$ cat config.mk
export PLATFORM = sky130hd
export DESIGN_NAME = page_column_byte_to_pixel_writer_core_flat
export DESIGN_NICKNAME = d
export VERILOG_FILES = /design/src/sv/pcbw_pkg.sv /design/src/sv/pcbw_cmd_if.sv /design/src/sv/pcbw_pix_if.sv /design/src/sv/pcbw_decode.sv /design/src/sv/pcbw_emit.sv /design/src/sv/page_column_byte_to_pixel_writer_core.sv /design/src/flat_wrapper.sv
export SDC_FILE = /design/constraint.sdc
export NUM_CORES = 1
export LEC_CHECK = 0
export BUFFER_PORTS_ARGS = -buffer_cell sky130_fd_sc_hd__clkbuf_2
export CELL_PAD_IN_SITES_DETAIL_PLACEMENT = 1
export CELL_PAD_IN_SITES_GLOBAL_PLACEMENT = 2
export CORE_AREA = 2 2 102 104
export CTS_CLUSTER_DIAMETER = 30
export CTS_CLUSTER_SIZE = 28
export DETAILED_ROUTE_END_ITERATION = 12
export DIE_AREA = 0 0 104 106
export PLACE_DENSITY_LB_ADDON = 0.1
export SYNTH_ARGS = -nofsm -noshare
export SYNTH_HDL_FRONTEND = slang
export SYNTH_HIERARCHICAL = 1
export SYNTH_SLANG_ARGS = --single-unit
$ cat constraint.sdc
create_clock -name clk -period 6.88 [get_ports clk]
set_clock_uncertainty 0.05 [all_clocks]
set_input_delay 0.688 -clock clk [delete_from_list [all_inputs] [get_ports clk]]
set_output_delay 0.688 -clock clk [all_outputs]
set_load 0.005 [all_outputs]
$ cat src/sv/pcbw_pkg.sv
// Shared constants, command codes and types of the page column byte pixel writer.
`default_nettype none

package pcbw_pkg;

  // Frame memory geometry.
  localparam int FRAME_WIDTH  = 160;
  localparam int PAGE_COLUMNS = 128;
  localparam int COL_OFFSET   = 16;
  localparam int LINE_OFFSET  = 8;
  localparam int ADDR_W       = 14;

  // Command codes carried in the kind field.
  typedef enum logic [2:0] {
    KIND_SELECT_PAGE = 3'd0,
    KIND_SEQ_WRITE   = 3'd1,
    KIND_ADD_BITS    = 3'd2,
    KIND_SET_BYTE    = 3'd3,
    KIND_CLEAR_BYTE  = 3'd4
  } kind_t;

  // One decoded column byte: where it goes, what it paints and which rows are written.
  typedef struct packed {
    logic [6:0] column;
    logic [2:0] page;
    logic [7:0] pattern;
    logic [7:0] color;
    logic [7:0] mask;
  } job_t;

  // Emitter status seen by the top level.
  typedef struct packed {
    logic       in_ready;
    logic [7:0] pending;
  } emit_status_t;

endpackage

`default_nettype wire

$ cat src/sv/pcbw_cmd_if.sv
// Command channel: one column byte command per request.
`default_nettype none

interface pcbw_cmd_if;
  logic       valid;
  logic       ready;
  logic [2:0] kind;
  logic [6:0] column;
  logic [2:0] page;
  logic [7:0] pattern;
  logic [7:0] color;

  modport source (output valid, kind, column, page, pattern, color, input ready);
  modport sink   (input valid, kind, column, page, pattern, color, output ready);
endinterface

`default_nettype wire

$ cat src/sv/pcbw_pix_if.sv
// Pixel channel: one frame memory byte write per request.
`default_nettype none

interface pcbw_pix_if;
  logic        valid;
  logic        ready;
  logic [13:0] pixel_address;
  logic [7:0]  pixel_value;
  logic        last_write;

  modport source (output valid, pixel_address, pixel_value, last_write, input ready);
  modport sink   (input valid, pixel_address, pixel_value, last_write, output ready);
endinterface

`default_nettype wire

$ cat src/sv/pcbw_decode.sv
// Command decoder with the sequential write cursor and the draw color register.
`default_nettype none

module pcbw_decode (
  input  wire logic          clk,
  input  wire logic          rst,
  input  wire logic          accept,
  input  wire logic [2:0]    kind,
  input  wire logic [6:0]    column,
  input  wire logic [2:0]    page,
  input  wire logic [7:0]    pattern,
  input  wire logic [7:0]    color,
  input  wire logic          cfg_wen,
  input  wire logic [7:0]    cfg_wdata,
  output pcbw_pkg::job_t     job
);

  logic [2:0] current_page;
  logic [6:0] current_column;
  logic [7:0] draw_color;
  logic [7:0] column_inc;

  assign column_inc = {1'b0, current_column} + 8'd1;

  // Translate the command into a job for the emitter.
  always_comb begin
    job.column  = column;
    job.page    = page;
    job.pattern = pattern;
    job.color   = color;
    job.mask    = 8'h00;
    unique case (pcbw_pkg::kind_t'(kind))
      pcbw_pkg::KIND_SEQ_WRITE: begin
        job.column = current_column;
        job.page   = current_page;
        job.color  = draw_color;
        job.mask   = 8'hFF;
      end
      pcbw_pkg::KIND_ADD_BITS: begin
        job.mask = pattern;
      end
      pcbw_pkg::KIND_SET_BYTE: begin
        job.mask = 8'hFF;
      end
      pcbw_pkg::KIND_CLEAR_BYTE: begin
        job.pattern = 8'h00;
        job.color   = 8'h00;
        job.mask    = 8'hFF;
      end
      default: begin
        job.mask = 8'h00;
      end
    endcase
  end

  // Cursor update and configuration register.
  always_ff @(posedge clk) begin
    if (rst) begin
      current_page   <= 3'd0;
      current_column <= 7'd0;
      draw_color     <= 8'hFF;
    end else begin
      if (cfg_wen) begin
        draw_color <= cfg_wdata;
      end
      if (accept) begin
        if (pcbw_pkg::kind_t'(kind) == pcbw_pkg::KIND_SELECT_PAGE) begin
          current_page   <= page;
          current_column <= 7'd0;
        end else if (pcbw_pkg::kind_t'(kind) == pcbw_pkg::KIND_SEQ_WRITE) begin
          if (column_inc >= 8'(pcbw_pkg::PAGE_COLUMNS)) begin
            current_column <= 7'd0;
            current_page   <= current_page + 3'd1;
          end else begin
            current_column <= column_inc[6:0];
          end
        end
      end
    end
  end

endmodule

`default_nettype wire

$ cat src/sv/pcbw_emit.sv
// Job register, row walker and pixel output register.
`default_nettype none

module pcbw_emit (
  input  wire logic                clk,
  input  wire logic                rst,
  input  wire logic                accept,
  input  wire pcbw_pkg::job_t      job,
  output pcbw_pkg::emit_status_t   status,
  pcbw_pix_if.source               pix
);

  pcbw_pkg::job_t job_q;
  logic [7:0]     mask;
  logic [7:0]     mask_next;
  logic           issue;
  logic [2:0]     row_sel;
  logic [6:0]     line;
  logic [13:0]    address;

  // Lowest row still to be written.
  always_comb begin
    logic found;
    found   = 1'b0;
    row_sel = 3'd0;
    for (int i = 0; i < 8; i++) begin
      if (mask[i] && !found) begin
        row_sel = 3'(i);
        found   = 1'b1;
      end
    end
  end

  // One pixel per cycle whenever the output register is free or draining.
  assign issue     = (mask != 8'h00) && (!pix.valid || pix.ready);
  assign mask_next = issue ? (mask & (mask - 8'd1)) : mask;

  assign status.in_ready = (mask_next == 8'h00);
  assign status.pending  = mask;

  // Frame address of the selected row.
  assign line    = {1'b0, job_q.page, 3'b000} + 7'(pcbw_pkg::LINE_OFFSET) + {4'd0, row_sel};
  assign address = 14'(job_q.column) + 14'(pcbw_pkg::COL_OFFSET)
                 + 14'(17'(line) * 17'(pcbw_pkg::FRAME_WIDTH));

  // Control state.
  always_ff @(posedge clk) begin
    if (rst) begin
      mask      <= 8'h00;
      pix.valid <= 1'b0;
    end else begin
      if (accept) begin
        mask <= job.mask;
      end else begin
        mask <= mask_next;
      end
      if (!pix.valid || pix.ready) begin
        pix.valid <= issue;
      end
    end
  end

  // Payload registers.
  always_ff @(posedge clk) begin
    if (accept) begin
      job_q <= job;
    end
    if (issue) begin
      pix.pixel_address <= address;
      pix.pixel_value   <= job_q.pattern[row_sel] ? job_q.color : 8'h00;
      pix.last_write    <= (mask_next == 8'h00);
    end
  end

endmodule

`default_nettype wire

$ cat src/sv/page_column_byte_to_pixel_writer_core.sv
// Top level of the page column byte to pixel writer.
//
// Commands arrive on the cmd channel, one column byte per request, and each
// becomes up to eight frame memory byte writes on the pix channel, rows in
// order from top to bottom, the final one flagged by last_write.
// Each row of an accepted command is registered into the pix output
// register. The row walker issues one pixel per cycle unless the receiver
// stalls, writing eight rows for sequential, set and clear writes, the
// number of set bits for add, and none for select page and unused kinds.
// The next command is taken in the cycle that issues the last row of the
// current one, so commands stream with no gap. When the receiver stalls, the
// held pixel stays in the output register, the walker pauses and cmd.ready
// stays low until the last row can issue. The user writes the draw color
// register through cfg_wen/cfg_wdata only while idle; the block does not
// enforce it. Synchronous reset empties the walker and output register,
// sets the cursor to page 0, column 0, and the draw color to white (255).
`default_nettype none

module page_column_byte_to_pixel_writer_core (
  input  wire logic       clk,
  input  wire logic       rst,
  input  wire logic       cfg_wen,
  input  wire logic [7:0] cfg_wdata,
  pcbw_cmd_if.sink        cmd,
  pcbw_pix_if.source      pix
);

  pcbw_pkg::job_t         job;
  pcbw_pkg::emit_status_t status;
  logic                   accept;

  assign cmd.ready = status.in_ready;
  assign accept    = cmd.valid && cmd.ready;

  // Command decode and cursor.
  pcbw_decode u_decode (
    .clk       (clk),
    .rst       (rst),
    .accept    (accept),
    .kind      (cmd.kind),
    .column    (cmd.column),
    .page      (cmd.page),
    .pattern   (cmd.pattern),
    .color     (cmd.color),
    .cfg_wen   (cfg_wen),
    .cfg_wdata (cfg_wdata),
    .job       (job)
  );

  // Pixel emission.
  pcbw_emit u_emit (
    .clk    (clk),
    .rst    (rst),
    .accept (accept),
    .job    (job),
    .status (status),
    .pix    (pix)
  );

`ifndef SYNTHESIS
  // A new command is only taken when at most the final row is left.
  a_ready_only_near_end: assert property (@(posedge clk) disable iff (rst)
    status.in_ready |-> ($countones(status.pending) <= 1))
    else $error("command accepted with rows outstanding");

  // A clear command loads all eight rows.
  a_clear_loads_all: assert property (@(posedge clk) disable iff (rst)
    (accept && cmd.kind == pcbw_pkg::KIND_CLEAR_BYTE) |=> (status.pending == 8'hFF))
    else $error("clear command did not load eight rows");

  // Select page produces no pixel writes.
  a_select_no_rows: assert property (@(posedge clk) disable iff (rst)
    (accept && cmd.kind == pcbw_pkg::KIND_SELECT_PAGE) |=> (status.pending == 8'h00))
    else $error("select page produced pixel rows");
`endif

endmodule

`default_nettype wire

$ cat src/flat_wrapper.sv
// flat-port wrapper written by rule: the top's interface ports become plain ports
module page_column_byte_to_pixel_writer_core_flat 
  (clk, rst, cfg_wen, cfg_wdata, cmd_valid, cmd_kind, cmd_column, cmd_page, cmd_pattern, cmd_color, cmd_ready, pix_valid, pix_pixel_address, pix_pixel_value, pix_last_write, pix_ready);
  pcbw_cmd_if cmd_i ();
  pcbw_pix_if pix_i ();
  input  wire logic clk;
  input  wire logic rst;
  input  wire logic cfg_wen;
  input  wire logic [7:0] cfg_wdata;
  input wire logic [$bits(cmd_i.valid)-1:0] cmd_valid;
  input wire logic [$bits(cmd_i.kind)-1:0] cmd_kind;
  input wire logic [$bits(cmd_i.column)-1:0] cmd_column;
  input wire logic [$bits(cmd_i.page)-1:0] cmd_page;
  input wire logic [$bits(cmd_i.pattern)-1:0] cmd_pattern;
  input wire logic [$bits(cmd_i.color)-1:0] cmd_color;
  output wire logic [$bits(cmd_i.ready)-1:0] cmd_ready;
  output wire logic [$bits(pix_i.valid)-1:0] pix_valid;
  output wire logic [$bits(pix_i.pixel_address)-1:0] pix_pixel_address;
  output wire logic [$bits(pix_i.pixel_value)-1:0] pix_pixel_value;
  output wire logic [$bits(pix_i.last_write)-1:0] pix_last_write;
  input wire logic [$bits(pix_i.ready)-1:0] pix_ready;
  assign cmd_i.valid = cmd_valid;
  assign cmd_i.kind = cmd_kind;
  assign cmd_i.column = cmd_column;
  assign cmd_i.page = cmd_page;
  assign cmd_i.pattern = cmd_pattern;
  assign cmd_i.color = cmd_color;
  assign cmd_ready = cmd_i.ready;
  assign pix_valid = pix_i.valid;
  assign pix_pixel_address = pix_i.pixel_address;
  assign pix_pixel_value = pix_i.pixel_value;
  assign pix_last_write = pix_i.last_write;
  assign pix_i.ready = pix_ready;
  page_column_byte_to_pixel_writer_core u_core (.clk(clk), .rst(rst), .cfg_wen(cfg_wen), .cfg_wdata(cfg_wdata), .cmd(cmd_i), .pix(pix_i));
endmodule
==> results.yml <==
floorplanning:
  io_pins: 67
  rows: 37
  die_h_um: 106
  initial_core_util: 0.389
  die_x_um: 104
  die_area_mm2: 0.0110
  fp.coreArea_mm2: 0.0100
place:
  dp.cells: 530
  gp_congestion: 0.758
  placedInstanceArea_mm2: 0.00434
  portBuffers: 66
  dpl.hpwl_mm: 6.48
power_and_ir_drop:
  vdd.ir_drop.worst_v: 0.000105
  power_density_mw_per_mm2: 348
  power.leakage_nw: 1.85
grt:
  grt_max_degree: 40
  grt_antenna_before_repair: 0
  grtUsageTotal: 0.166
  grt_pass1_vias: 2815
  grt_first_pass_wirelength_mm: 14.4
  grt-ovfl-total: 0
setup_path:
  crit_arrival_ps: 3630
  worst_path_largest_cell_delay_ps: 620
  r2r-start: "u_core/u_emit/mask[2]"
  critPathTopFamily: "simple AND/OR/NAND/NOR gates"
  crit_start: "u_core/u_emit/mask[2]"
  end_kind: "flip-flop"
  cp.depth: 11
  endpoint: "u_core/u_emit/pix.pixel_address[13]"
  reg2reg_depth: 11
  critPathRequiredTime_ps: 6930
  critPathKind: "reg -> reg"
  critPathBufInv: 1
  cp_cell_sequence: "or4_4 -> nor3_4 -> a31o_4 -> ha_1 -> ha_1 -> inv_1 -> fa_1 -> xor2_1 -> or3_1 -> nor4bb_1 -> xor2_1"
  rrSetupSlack_ps: 3300
  critPathLaunchType: "flip-flop"
  cp_max_fo: 7
  r2r_end: "u_core/u_emit/pix.pixel_address[13]"
  cp_slowest_cell: "or4_4"
run:
  drv_cap: 0
clocking:
  cts_root_buffer: "clkbuf_8"
  tritoncts: "done"
  insertion_delay_ps: 350
  cts-buffers-inserted: 9
  cts_resized: 0
  post_cts_buffers: 0
  cts_sinks: 76
  max-clock-path-buffers: 2
  htreeDepth: 3
  cts.clk_slew.worst_paths_ps: 90
  cts_hold_buf: 0
logic_synthesis:
  ys_ff_latch: 76
  async_flop_share: 0
  synth_cell_types: 61
  synth-edff-count: 49
  syn_inst: 338
  synth_nets: 397
  avgSynthCellArea_um2: 11.5
  synth_area_mm2: 0.00388
  yosysSeqAreaShare: 0.518
  synth_ff_type: "edfxtp_1"
  yosys_warnings: 6
timing:
  fmax_ghz: 0.279
  finalSetupViolations: 0
  post-route-period-util: 0.521
  maxSlewViolCount: 0
  tightest_slew_ps: 989
  rsz0062_at_grt: "no"
  hold_violations: 0
  slew_headroom: 0.340
  whs_ps: 360
  tns_ps: 0
  fin_crit_ps: 3580
finish:
  stdcell_count: 546
  mostFrequentLayoutCell: "clkbuf_2"
  n_antenna_cell: 0
  drive_gt1_frac: 0.263
  post-route-util: 0.458
  syn_to_final_growth_pct: 18.0
  mostFrequentLayoutCells: "clkbuf_2, edfxtp_1, nand2_1, dfxtp_1, a21oi_1"
  design_area_mm2: 0.00458
  final_nets: 464
  nFillCells: 1126
route:
  post_drt_wl_per_cell_um: 16.2
  drtIter0Drc: 64
  antenna_left: 0
  via_per_inst: 5.15
  via_count: 2811
  drt_wl_total_mm: 8.87
  drtPass1Iterations: 4
  drc: 0
min_path:
  hp-class: "reg -> reg"
outcome:
  outcome: "complete, no violations"
-- per-layer routing --
metal,routed length [um],global-route usage,up-vias
met5,0,0,-
met3,355,0.0417,6
met1,4280,0.219,1353
met2,4170,0.270,54
met4,63,0.0521,0
li1,-,-,1398
-- area by class of cell --
type / instances / area, um2 / share of cell area
clock buffers: 10 / 149 / 0.0325
clock inverters: 6 / 93.8 / 0.0205
inverters: 11 / 41.3 / 0.00901
multi-input cells: 239 / 1770 / 0.387
flip-flops and latches: 76 / 2010 / 0.439
well taps: 136 / 170 / 0.0371
repair buffers: 68 / 345 / 0.0753
-- power breakdown --
group | switching, mW | leakage, nW | internal (mW) | total [mW]
Sequential | 0.0441 | 0.698 | 0.638 | 0.682
Combinational | 0.288 | 1.03 | 0.217 | 0.505
Clock | 0.180 | 0.118 | 0.229 | 0.409
Total | 0.512 | 1.85 | 1.08 | 1.60
-- flip-flops by register name (all words and copies together) (netlist names) --
name,count
u_core/u_emit/mask,8
u_core/u_decode/current_column,7
u_core/u_decode/draw_color,8
u_core/u_decode/current_page,3
u_core/u_emit/pix.pixel_address,14
u_core/u_emit/pix.valid,1
u_core/u_emit/job_q,26
u_core/u_emit/pix.pixel_value,8
u_core/u_emit/pix.last_write,1
-- worst min-delay path by stage --
stage                                  startpoint                                 end  depth (start not counted)
after floorplan           u_core/u_emit/job_q[27]  u_core/u_emit/pix.pixel_address[0]                          0
after global placement    u_core/u_emit/job_q[29]  u_core/u_emit/pix.pixel_address[2]                          0
after detailed placement  u_core/u_emit/job_q[27]  u_core/u_emit/pix.pixel_address[0]                          0
after CTS                 u_core/u_emit/job_q[27]  u_core/u_emit/pix.pixel_address[0]                          0
after global routing      u_core/u_emit/job_q[30]  u_core/u_emit/pix.pixel_address[3]                          0
final                     u_core/u_emit/job_q[27]  u_core/u_emit/pix.pixel_address[0]                          0
-- synth_stat cells (all sizes together) (4+ instances only) --
cell type | number | share of area
nor2 | 15 | 0.021
a21o | 4 | 0.0077
mux2i | 10 | 0.026
inv | 10 | 0.0097
mux2 | 10 | 0.029
nor3 | 12 | 0.023
nor3b | 4 | 0.011
clkbuf | 4 | 0.0039
ha | 15 | 0.048
nand4 | 5 | 0.0081
a22o | 8 | 0.018
a21oi | 23 | 0.030
edfxtp | 49 | 0.38
nand3 | 7 | 0.0090
xor2 | 10 | 0.023
o21ai | 19 | 0.024
o21a | 4 | 0.0077
nand2 | 28 | 0.027
dfxtp | 27 | 0.14
a21boi | 9 | 0.018
xnor2 | 5 | 0.011
and2 | 10 | 0.016
buf | 8 | 0.013
-- through the flow --
stage | power (mW) | setup slack [ps]
floorplan | 1.03 | 3360
global placement | 1.20 | 3370
detailed placement | 1.20 | 3270
CTS | 1.62 | 3280
global route | 1.70 | 2980
finish | 1.60 | 3300
-- logic make-up (layout without fill, tap and decap cells) --
family | after synthesis | count (layout) | share of synthesized area
adders and majority gates | 18 | 18 | 0.0612
AOI/OAI and AO/OA | 87 | 87 | 0.154
buffers and inverters | 23 | 95 | 0.0274
muxes | 20 | 20 | 0.0548
and+or+nand+nor | 99 | 99 | 0.151
DFF | 76 | 76 | 0.518
xor gates and xnor gates | 15 | 15 | 0.0338
Note: power is estimated with default switching activity, not from simulation.
